**src/sv/cubic_bezier_point_evaluator_defines.svh**
```systemverilog
// Assertion macros shared by the cubic Bezier evaluator RTL.
`ifndef CUBIC_BEZIER_POINT_EVALUATOR_DEFINES_SVH
`define CUBIC_BEZIER_POINT_EVALUATOR_DEFINES_SVH

// Same-cycle implication, sampled on clk, off while rst_n is low.
`define CBPE_ASSERT(label, ante, cons, msg) \
  label: assert property (@(posedge clk) disable iff (!rst_n) (ante) |-> (cons)) \
    else $error(msg);

// Next-cycle implication, sampled on clk, off while rst_n is low.
`define CBPE_ASSERT_NEXT(label, ante, cons, msg) \
  label: assert property (@(posedge clk) disable iff (!rst_n) (ante) |=> (cons)) \
    else $error(msg);

`endif

```
**src/sv/cbpe_pkg.sv**
```systemverilog
// Shared types and constants of the cubic Bezier point evaluator.
`timescale 1ns / 1ps

package cbpe_pkg;

  localparam int unsigned QUEUE_DEPTH = 4;
  localparam int unsigned IN_COORD_W  = 16;
  localparam int unsigned T_W         = 17;  // Q0.16 plus the t = 1 code
  localparam int unsigned BASE_W      = 6;   // 3 * segment, at most 45
  localparam int unsigned INDEX_W     = 5;

  localparam logic FUNC_WRITE = 1'b0;
  localparam logic FUNC_EVAL  = 1'b1;

  typedef enum logic [1:0] {
    OP_WRITE,
    OP_EVAL,
    OP_BAD
  } op_t;

  typedef struct packed {
    op_t                          op;
    logic [INDEX_W-1:0]           index;
    logic signed [IN_COORD_W-1:0] x;
    logic signed [IN_COORD_W-1:0] y;
    logic signed [IN_COORD_W-1:0] z;
    logic [BASE_W-1:0]            base;
    logic [T_W-1:0]               t;
  } cmd_t;

endpackage

```
**src/sv/cbpe_fifo.sv**
```systemverilog
// Command queue between the front end and the evaluation pipeline.
`timescale 1ns / 1ps
`include "cubic_bezier_point_evaluator_defines.svh"

module cbpe_fifo import cbpe_pkg::*; (
  input  logic clk,
  input  logic rst_n,
  input  logic push,
  input  cmd_t push_data,
  input  logic pop,
  output logic full,
  output logic empty,
  output cmd_t head
);

  localparam int unsigned PTR_W = $clog2(QUEUE_DEPTH);
  localparam int unsigned CNT_W = $clog2(QUEUE_DEPTH + 1);

  cmd_t             mem_r [QUEUE_DEPTH];
  logic [PTR_W-1:0] wr_ptr_r;
  logic [PTR_W-1:0] rd_ptr_r;
  logic [CNT_W-1:0] count_r;
  logic [CNT_W-1:0] count_nxt;

  assign full  = (count_r == CNT_W'(QUEUE_DEPTH));
  assign empty = (count_r == '0);
  assign head  = mem_r[rd_ptr_r];

  always_comb begin
    count_nxt = count_r;
    if (push && !pop) begin
      count_nxt = count_r + 1'b1;
    end else if (pop && !push) begin
      count_nxt = count_r - 1'b1;
    end
  end

  always_ff @(posedge clk) begin
    if (!rst_n) begin
      wr_ptr_r <= '0;
      rd_ptr_r <= '0;
      count_r  <= '0;
    end else begin
      if (push) begin
        wr_ptr_r <= wr_ptr_r + 1'b1;
      end
      if (pop) begin
        rd_ptr_r <= rd_ptr_r + 1'b1;
      end
      count_r <= count_nxt;
    end
  end

  always_ff @(posedge clk) begin
    if (push) begin
      mem_r[wr_ptr_r] <= push_data;
    end
  end

  `CBPE_ASSERT(a_no_push_full, full, !push, "push into a full queue")
  `CBPE_ASSERT_NEXT(a_push_not_empty, push, !empty, "queue empty after a push")
  `CBPE_ASSERT_NEXT(a_last_pop_empty, pop && !push && count_r == CNT_W'(1), empty, "queue not drained")

endmodule

```
**config.mk**
```make
export PLATFORM = sky130hd
export DESIGN_NAME = cbpe_fifo
export DESIGN_NICKNAME = d
export VERILOG_FILES = /design/src/sv/cbpe_pkg.sv /design/src/sv/cbpe_fifo.sv
export VERILOG_INCLUDE_DIRS = /design/src /design/src/sv
export SDC_FILE = /design/constraint.sdc
export NUM_CORES = 1
export LEC_CHECK = 0
export BUFFER_PORTS_ARGS = -buffer_cell sky130_fd_sc_hd__buf_2
export CAP_MARGIN = 10
export CORE_UTILIZATION = 40
export CTS_CLUSTER_SIZE = 24
export DETAILED_ROUTE_END_ITERATION = 16
export SYNTH_ARGS = -nofsm -noshare
export SYNTH_HDL_FRONTEND = slang
export SYNTH_SLANG_ARGS = --single-unit
```
**constraint.sdc**
```tcl
create_clock -name clk -period 3.5 [get_ports clk]
set_clock_uncertainty 0.2 [all_clocks]
set_input_delay 0.7 -clock clk [delete_from_list [all_inputs] [get_ports clk]]
set_output_delay 0.7 -clock clk [all_outputs]
set_load 0.05 [all_outputs]
```
==> flow_summary.yaml <==
run_status:
  status: "complete, no violations"
power:
  powerDensity_nw_per_um2: 639.4
  power_mw: 8.993
  pwr-share-seq: 0.497
  ir_worst_vdd_uv: 318.0
  p_int_mw: 6.709
  comb_power_share: 0.138
  clkPwrFrac: 0.365
  power_switching_mw: 2.285
  power_leakage_nw: 4.706
  power.share.switching: 0.2540
worst_hold_path:
  whs_path_depth: 1
  hp-class: "input port to flip-flop"
  min_from: "push_data[72]"
  whs_endpoint: "mem_r[0][72]"
global_route:
  grt_max_degree: 68
  grt_pass1_vias: 5837
  overflow: 0
  antenna_found_initial: 1
  grt_pass1_wl_mm: 33.67
  grt.total_usage: 0.1488
final_layout:
  area_growth_pct: 20.03
  final_layout_size_suffix_gt1_frac: 0.4495
  final_util: 0.4887
  nNetsFinal: 729
  nFillCells: 2385
  finalNonFillerCells: 1050
floorplan:
  io_pins: 162
  die_x_um: 173.2
  die_h_um: 173.2
  core_um2: 28780
  die_area_um2: 29990
  row_count: 62
  start_util: 0.4072
placement:
  dp.cells: 988
  place_congestion: 0.7434
  preCtsSetupSlack_ps: 918.0
  port_buffers: 161
  dpl.hpwl_mm: 12.48
logic_synthesis:
  synthTopCellsByCount: "312 x edfxtp_1, 78 x mux4_2, 9 x and2_1, 9 x dfxtp_1"
  syn_avg_cell_area_um2: 25.98
  synth-seq-cells: 321
  syn-num-nets: 539
  ys_top_cells_by_area: "edfxtp_1 80%, mux4_2 15%, dfxtp_1 1.5%, ha_1 0.53%, buf_12 0.51%"
  synth_top_flop_cell: "edfxtp_1"
  yosys_warnings: 0
  syn_inst: 451
  synth.most_common_cell: "edfxtp_1"
  syn_area_um2: 11720
  ys_seq_area_frac: 0.8149
  synth_edf_count: 312
  synth.distinct_cells: 22
  yosys.area.top_type: "edfxtp_1"
  synth_top_area_frac: 0.7995
  async_flop_share: 0
clock_network:
  cts-resized-gates: 0
  cts_tree: "built"
  cts_root_buf: "clkbuf_16"
  clk_pin_slew_ps: 60
  cts_setup_buffers: 0
  clk_latency_ps: 500
  cts.hold.buffers_added: 0
  cts_max_path_buffers: 3
  numClockSinks: 321
  h-tree-depth: 2
  cts-buffers-inserted: 35
route:
  wl_mm: 21.54
  viasPerCell: 4.990
  drc: 0
  ant_nets: 0
  vias: 5239
  drt-pass1-iter-count: 4
  avgRoutedWirePerCell_um: 20.51
  drtIter0Drc: 412
timing:
  setup_tns_ps: 0
  relSlewSlack: 0.5574
  finalMaxSlewViolations: 0
  fmax_mhz: 330.5
  fin_crit_sh: 0.8645
  finalSetupViolCount: 0
  final-hold-violation-count: 0
  worst_slew_pin_slew_ps: 663.9
  worst_slack_ps: 474.3
  fin_crit_ps: 3026
  rsz0062_at_grt: "no"
critical_path:
  regToRegEndpoint: "mem_r[2][25]"
  rr_worst_depth: 4
  cp-end-kind: "primary output"
  r2r_start: "wr_ptr_r[0]"
  cp.arrival_ps: 2130
  reg2reg_slack_ps: 1550
  worstPathRequired_ps: 2600
  critPathKind: "flip-flop to primary output"
  cpPeakStageDelay_ps: 590
  crit_family: "buffers and inverters"
  start_kind: "flip-flop"
  path_cells: "buf_4, mux4_2, buf_2"
  cp_max_fo: 25
  cp.buffers_inverters: 2
  crit_slowest_cell: "mux4_2"
run:
  drv_cap: 0
per-layer routing:
metal | global-route usage | share of wire
met4 | 0.04019 | 0.020
met3 | 0.04178 | 0.061
met1 | 0.1904 | 0.43
met5 | 0 | 0
met2 | 0.2498 | 0.48
power groups by stage:
stage          sequential (mW)  combinational, mW  clock, mW
2_1_floorplan             4.54              0.953          0
3_3_place_gp              4.54               1.25          0
3_5_place_dp              4.56               1.27          0
4_1_cts                   4.48               1.27       3.38
5_1_grt                   4.49               1.31       3.53
6_report                  4.47               1.24       3.28
cell usage in the layout, fill, tap and decap left out, drive strengths merged:
cell,instances
dfxtp,9
mux4,78
inv,4
nand2,1
fa,1
mux2i,2
or3,1
xnor2,2
nor3b,1
buf,171
edfxtp,312
clkinvlp,2
ha,5
diode,3
nor3,1
and2,9
clkbuf,45
o21ai,1
nor2b,2
xor2,3
clkinv,12
a21boi,1
layout make-up:
| type | instances | area (µm²) | share of cell area |
|---|---|---|---|
| flip-flops and latches | 321 | 9557 | 0.6794 |
| multi-input cells | 108 | 2017 | 0.1434 |
| repair buffers | 171 | 968.4 | 0.06885 |
| clock buffers | 45 | 955.9 | 0.06796 |
| well taps | 384 | 480.5 | 0.03416 |
| clock inverters | 14 | 65.06 | 0.004626 |
| inverters | 4 | 15.01 | 0.001067 |
| diodes | 3 | 7.507 | 0.0005337 |
state kept, by name, summed over array words and instances, names as in the netlist, named ones only:
register,count
rd_ptr_r,2
wr_ptr_r,2
mem_r,312
count_r,3
stage by stage:
stage | instance area [µm²] | hold WS [ps]
2_1_floorplan | 11720 | 272.4
3_3_place_gp | 13040 | 283.5
3_5_place_dp | 13040 | 334.4
4_1_cts | 14060 | 182.6
5_1_grt | 14060 | 190.8
6_report | 14070 | 211.5
worst reg2reg max path: cells and delay by family (launching register included):
| kind | cells | cell delay (ps) |
|---|---|---|
| fa+ha+maj | 1 | 140 |
| flops | 1 | 350 |
| simple gates | 1 | 570 |
| buf+inv | 2 | 380 |
logic make-up after synthesis:
family	share of synthesized area
flip-flops	0.8149
multiplexers	0.1516
buffers and inverters	0.01388
AND/OR/NAND/NOR	0.007794
adder cells (fa/ha/maj)	0.007047
XOR/XNOR	0.003738
AO/OA/AOI/OAI	0.001068
worst max-delay path by stage:
stage / start / to / slack (ps) / depth (start not counted)
after floorplan: push / mem_r[0][0] / 340 / 1
after global placement: flip-flop / head[24] / 930 / 3
after detailed placement: flip-flop / head[24] / 920 / 3
after CTS: flip-flop / head[24] / 380 / 3
after global routing: flip-flop / head[70] / 330 / 3
final: flip-flop / head[24] / 470 / 3
No activity file was read; power rests on OpenSTA's default activity.
