**src/sv/cubic_bezier_point_evaluator_defines.svh**
```systemverilog
// Assertion macros shared by the cubic Bezier evaluator RTL.
`ifndef CUBIC_BEZIER_POINT_EVALUATOR_DEFINES_SVH
`define CUBIC_BEZIER_POINT_EVALUATOR_DEFINES_SVH

// Same-cycle implication, sampled on clk, off while rst_n is low.
`define CBPE_ASSERT(label, ante, cons, msg) \
  label: assert property (@(posedge clk) disable iff (!rst_n) (ante) |-> (cons)) \
    else $error(msg);

// Next-cycle implication, sampled on clk, off while rst_n is low.
`define CBPE_ASSERT_NEXT(label, ante, cons, msg) \
  label: assert property (@(posedge clk) disable iff (!rst_n) (ante) |=> (cons)) \
    else $error(msg);

`endif

```
**src/sv/cbpe_pkg.sv**
```systemverilog
// Shared types and constants of the cubic Bezier point evaluator.
`timescale 1ns / 1ps

package cbpe_pkg;

  localparam int unsigned QUEUE_DEPTH = 4;
  localparam int unsigned IN_COORD_W  = 16;
  localparam int unsigned T_W         = 17;  // Q0.16 plus the t = 1 code
  localparam int unsigned BASE_W      = 6;   // 3 * segment, at most 45
  localparam int unsigned INDEX_W     = 5;

  localparam logic FUNC_WRITE = 1'b0;
  localparam logic FUNC_EVAL  = 1'b1;

  typedef enum logic [1:0] {
    OP_WRITE,
    OP_EVAL,
    OP_BAD
  } op_t;

  typedef struct packed {
    op_t                          op;
    logic [INDEX_W-1:0]           index;
    logic signed [IN_COORD_W-1:0] x;
    logic signed [IN_COORD_W-1:0] y;
    logic signed [IN_COORD_W-1:0] z;
    logic [BASE_W-1:0]            base;
    logic [T_W-1:0]               t;
  } cmd_t;

endpackage

```
**src/sv/cbpe_front.sv**
```systemverilog
// Front end: classifies input transactions and computes the Q0.16 parameter.
`timescale 1ns / 1ps

module cbpe_front import cbpe_pkg::*; #(
  parameter int unsigned NUM_POINTS = 32,
  parameter int unsigned STEPS      = 100
) (
  input  logic                         func,
  input  logic [INDEX_W-1:0]           point_index,
  input  logic signed [IN_COORD_W-1:0] point_x,
  input  logic signed [IN_COORD_W-1:0] point_y,
  input  logic signed [IN_COORD_W-1:0] point_z,
  input  logic [3:0]                   segment,
  input  logic [6:0]                   step,
  output logic                         keep,
  output cmd_t                         cmd
);

  typedef logic [T_W-1:0] t_table_t [128];

  // t16 = round(s / STEPS) in Q0.16, steps past the end pinned to t = 1
  function automatic t_table_t build_t_table();
    t_table_t    tab;
    int unsigned s;
    for (int unsigned i = 0; i < 128; i++) begin
      s = (i > STEPS) ? STEPS : i;
      tab[i] = T_W'((s * 65536 + STEPS / 2) / STEPS);
    end
    return tab;
  endfunction

  localparam t_table_t T_TABLE = build_t_table();

  logic [8:0] last_idx;
  logic       seg_bad;

  assign last_idx = 9'({segment, 1'b0}) + 9'(segment) + 9'd3;
  assign seg_bad  = (last_idx >= 9'(NUM_POINTS));

  always_comb begin
    cmd.index = point_index;
    cmd.x     = point_x;
    cmd.y     = point_y;
    cmd.z     = point_z;
    cmd.base  = BASE_W'({segment, 1'b0}) + BASE_W'(segment);
    cmd.t     = T_TABLE[step];
    if (func == FUNC_WRITE) begin
      cmd.op = OP_WRITE;
      keep   = (9'(point_index) < 9'(NUM_POINTS));
    end else begin
      cmd.op = seg_bad ? OP_BAD : OP_EVAL;
      keep   = 1'b1;
    end
  end

endmodule

```
**config.mk**
```make
export PLATFORM = sky130hd
export DESIGN_NAME = cbpe_front
export DESIGN_NICKNAME = d
export VERILOG_FILES = /design/src/sv/cubic_bezier_point_evaluator_defines.svh /design/src/sv/cbpe_pkg.sv /design/src/sv/cbpe_front.sv
export SDC_FILE = /design/constraint.sdc
export NUM_CORES = 1
export LEC_CHECK = 0
export ABC_CLOCK_PERIOD_IN_PS = 3140
export CORE_UTILIZATION = 40
export DETAILED_ROUTE_END_ITERATION = 8
export DONT_BUFFER_PORTS = 1
export SYNTH_ARGS = -nofsm -noshare
export SYNTH_HDL_FRONTEND = slang
export SYNTH_SLANG_ARGS = --single-unit
```
**constraint.sdc**
```tcl
create_clock -name vclk -period 3.14
set_clock_uncertainty 0.05 [all_clocks]
set_input_delay 0.628 -clock vclk [all_inputs]
set_output_delay 0.628 -clock vclk [all_outputs]
set_load 0.02 [all_outputs]
```
==> results list <==
- For this design the static power due to leakage is 0.908 nW.
* Tot GR Track Use: 20.7%
- Across all setup checks in the final design, the least slack found is 0.144 ns.
- The layout has 0 clock buffers.
- Wire length of the first global-routing pass: 12,100 um
- The die covers 6860 sq um.
- Per report_power, the clock group accounts for 0% of the total.
- Post-CTS setup buffer count: 0
- Synthesis produced 384 cells.
* Post-detailed-route count of antenna-violating nets: 0
- Total congestion overflow after global routing: 0
- Comb power frac: 100.0%
- Layout sequential cell count: 0
- Count of input and output buffers: 0
* Family with the most delay on the worst path: simple AND/OR/NAND/NOR gates
- Chip Width: 82.8 um
- Via count of the first global-routing pass: 2,381
* Total negative slack: 0 ns
* Mean cell area of the mapped netlist: 6.81 sq um
- Die outline height: 82.8 um
- Worst Hold End: cmd[28]
- Peak per-stage delay on the critical path: 0.51 ns
- Worst Hold Path Cells: 0
- Peak supply drop: 71.8 uV
* Std-Cell Rows: 29
* Total via count after detailed routing: 2,622
* Setup WS pre-CTS: 0.0873 ns
- At the end of routability-driven placement, the weighted congestion stood at 0.935.
- Core Area: 6310 sq um
- Fill cells in the final layout number 679.
* First-pass iteration count of the detailed router: 5
- Hold buffer count at CTS: 0
- Walking the worst path, the cells encountered are inv_1 -> ha_2 -> or2_1 -> a21oi_1 -> or4_1 -> o22a_1 -> o21ai_1 -> buf_4.
- Startpoint of the lowest-slack hold path: point_z[5]
- Syn_nets: 471
- Share of the yosys chip area belonging to registers: 0%
* Num ports: 144
* Antenna violations before repair: 0
- Worst slew margin relative to its limit: 62.6%
- Critical path startpoint category: primary input
- Iter 0 DRT Violations: 409
- Slowest cell on the critical path: or4_1
- The worst setup path is captured at an output pin.
- Setup repair after global routing missed its margin: no
* Crit Path Class: primary input to output pin
* Outcome: completed
- Post-route DRC: 0
- Summing every instance area after synthesis gives 2610 sq um.
- Yosys mapped the design onto 69 distinct sky130hd cell types.
* Slew at the pin with the worst max-slew slack: 0.546 ns
- Count of pins over their slew limit: 0
- Area added between synthesis and finish: -13.0%
- Share of cells above drive strength 1: 13.4%
* Switching part of the total: 59.0%
- Yosys warnings: 0
* Endpoint required time on the critical path: 2.46 ns
- The worst path needs 3.00 ns of the cycle, external delays included.
* Largest net degree at the start of global routing: 61
- Period Utilization, post-route: 95.4%
* Final WL: 7450 um
* Total count of hold-check failures in the final report: 0
* Switching Power: 0.000215 W
- Via density per instance: 6.57
* Path class of the lowest-slack min-delay path: primary input to output pin
* Final antenna diode count: 0
- Final HPWL from detailed placement: 5390 um
* Critical Path Fanout Max: 15
- After the last flow step, the layout net total stands at 411.
- Setup violations remaining at the end of the flow were counted as 0.
- Together, buffers and inverters on the worst path number 2.
- For this configuration, the core starts out at a cell density of 41.4%.
- Timing would allow up to 0.334 GHz.
* Max-cap violation count: 0
- Reg power frac: 0%
- Post-detailed-route wirelength per cell: 18.7 um
- For the worst setup path, the data arrival time is 2.32 ns.
* Power density relative to cell area: 160 nW/um^2
* Sequential cell area in the final layout: 0 sq um
* Gates resized, CTS repair: 0
- Pint: 0.000149 W
cell type report:
type	count	area, sq um	area share, %
Multi-Input combinational cell	277	1920	84.5
Tap cell	77	96.3	4.24
Timing Repair Buffer	23	173	7.59
Inverter	22	82.6	3.63
through the flow:
stage                     cells  utilization [%]  hold WS [ns]  area, sq um  total power, W
after CTS                   399             36.0          1.21         2270        0.000359
after global placement      399             36.0          1.21         2270        0.000356
after detailed placement    399             36.0          1.21         2270        0.000358
after floorplan             384                -          1.32         2620        0.000417
after global routing        399             36.0          1.21         2270        0.000394
final                       399             36.0          1.21         2270        0.000364
power by group through the flow:
stage               sequential (W)  clock [W]  combinational, W
floorplan                        0          0          0.000417
global placement                 0          0          0.000356
detailed placement               0          0          0.000358
CTS                              0          0          0.000359
global route                     0          0          0.000394
finish                           0          0          0.000364
worst max path at each step:
| stage | from | end | slack (ns) | cells after the start |
|---|---|---|---|---|
| 2_1_floorplan | step[1] | cmd[9] | 0.04 | 8 |
| 3_3_place_gp | step[0] | cmd[8] | 0.13 | 9 |
| 3_5_place_dp | step[0] | cmd[8] | 0.09 | 9 |
| 4_1_cts | step[0] | cmd[8] | 0.09 | 9 |
| 5_1_grt | step[1] | cmd[8] | 0.02 | 8 |
| 6_report | step[1] | cmd[8] | 0.14 | 8 |
synthesized netlist by cell type, types with 4 or more instances:
library cell / number / area, sq um
buf_4: 61 / 458
a21oi_1: 34 / 170
nor2_1: 26 / 97.6
nand2_1: 25 / 93.8
o21ai_0: 22 / 110
ha_1: 20 / 250
inv_1: 19 / 71.3
a211oi_1: 12 / 90.1
buf_2: 10 / 50.1
nand3_1: 10 / 50.1
clkbuf_1: 8 / 30.0
nand2b_1: 8 / 50.1
a31oi_1: 6 / 37.5
mux2i_1: 6 / 60.1
nor2b_1: 6 / 37.5
nor3_1: 6 / 30.0
and2_1: 5 / 31.3
o22ai_1: 5 / 31.3
o31ai_1: 5 / 37.5
and3_1: 4 / 25.0
buf_6: 4 / 45.0
mux4_2: 4 / 90.1
nor3b_1: 4 / 30.0
o211ai_1: 4 / 30.0
o221ai_1: 4 / 35.0
xnor2_1: 4 / 35.0
cells by family (layout without fill, tap and decap cells):
| kind of cell | Yosys count | count (layout) | synth area share, % |
|---|---|---|---|
| AO/OA/AOI/OAI | 124 | 124 | 31.2 |
| XOR/XNOR | 5 | 5 | 1.68 |
| adder cells (fa/ha/maj) | 22 | 22 | 11.1 |
| buffers and inverters | 107 | 45 | 26.8 |
| multiplexers | 12 | 12 | 6.61 |
| other | 1 | 1 | 0.143 |
| AND/OR/NAND/NOR | 113 | 113 | 22.5 |
metal layers:
layer	wire (um)	up-vias	share of wire (%)	global-route usage (%)
met3	770	24	10	2.98
met4	182	0	2.4	8.31
met2	3440	183	46	32.8
met1	3060	1211	41	28.1
met5	0	-	0	0
li1	-	1204	-	-
layout by cell type (no fill, tap or decap), types with 5 or more instances in the layout:
| master | instances |
|---|---|
| mux2i_1 | 6 |
| nor2b_1 | 6 |
| a31oi_1 | 6 |
| nand2_1 | 25 |
| ha_1 | 19 |
| o21ai_0 | 22 |
| nor2_1 | 26 |
| nand2b_1 | 8 |
| nand3_1 | 10 |
| buf_4 | 23 |
| a21oi_1 | 34 |
| o22ai_1 | 5 |
| and2_1 | 5 |
| nor3_1 | 6 |
| o31ai_1 | 5 |
| inv_1 | 19 |
| a211oi_1 | 12 |
Power figures use the tool's default switching activity.
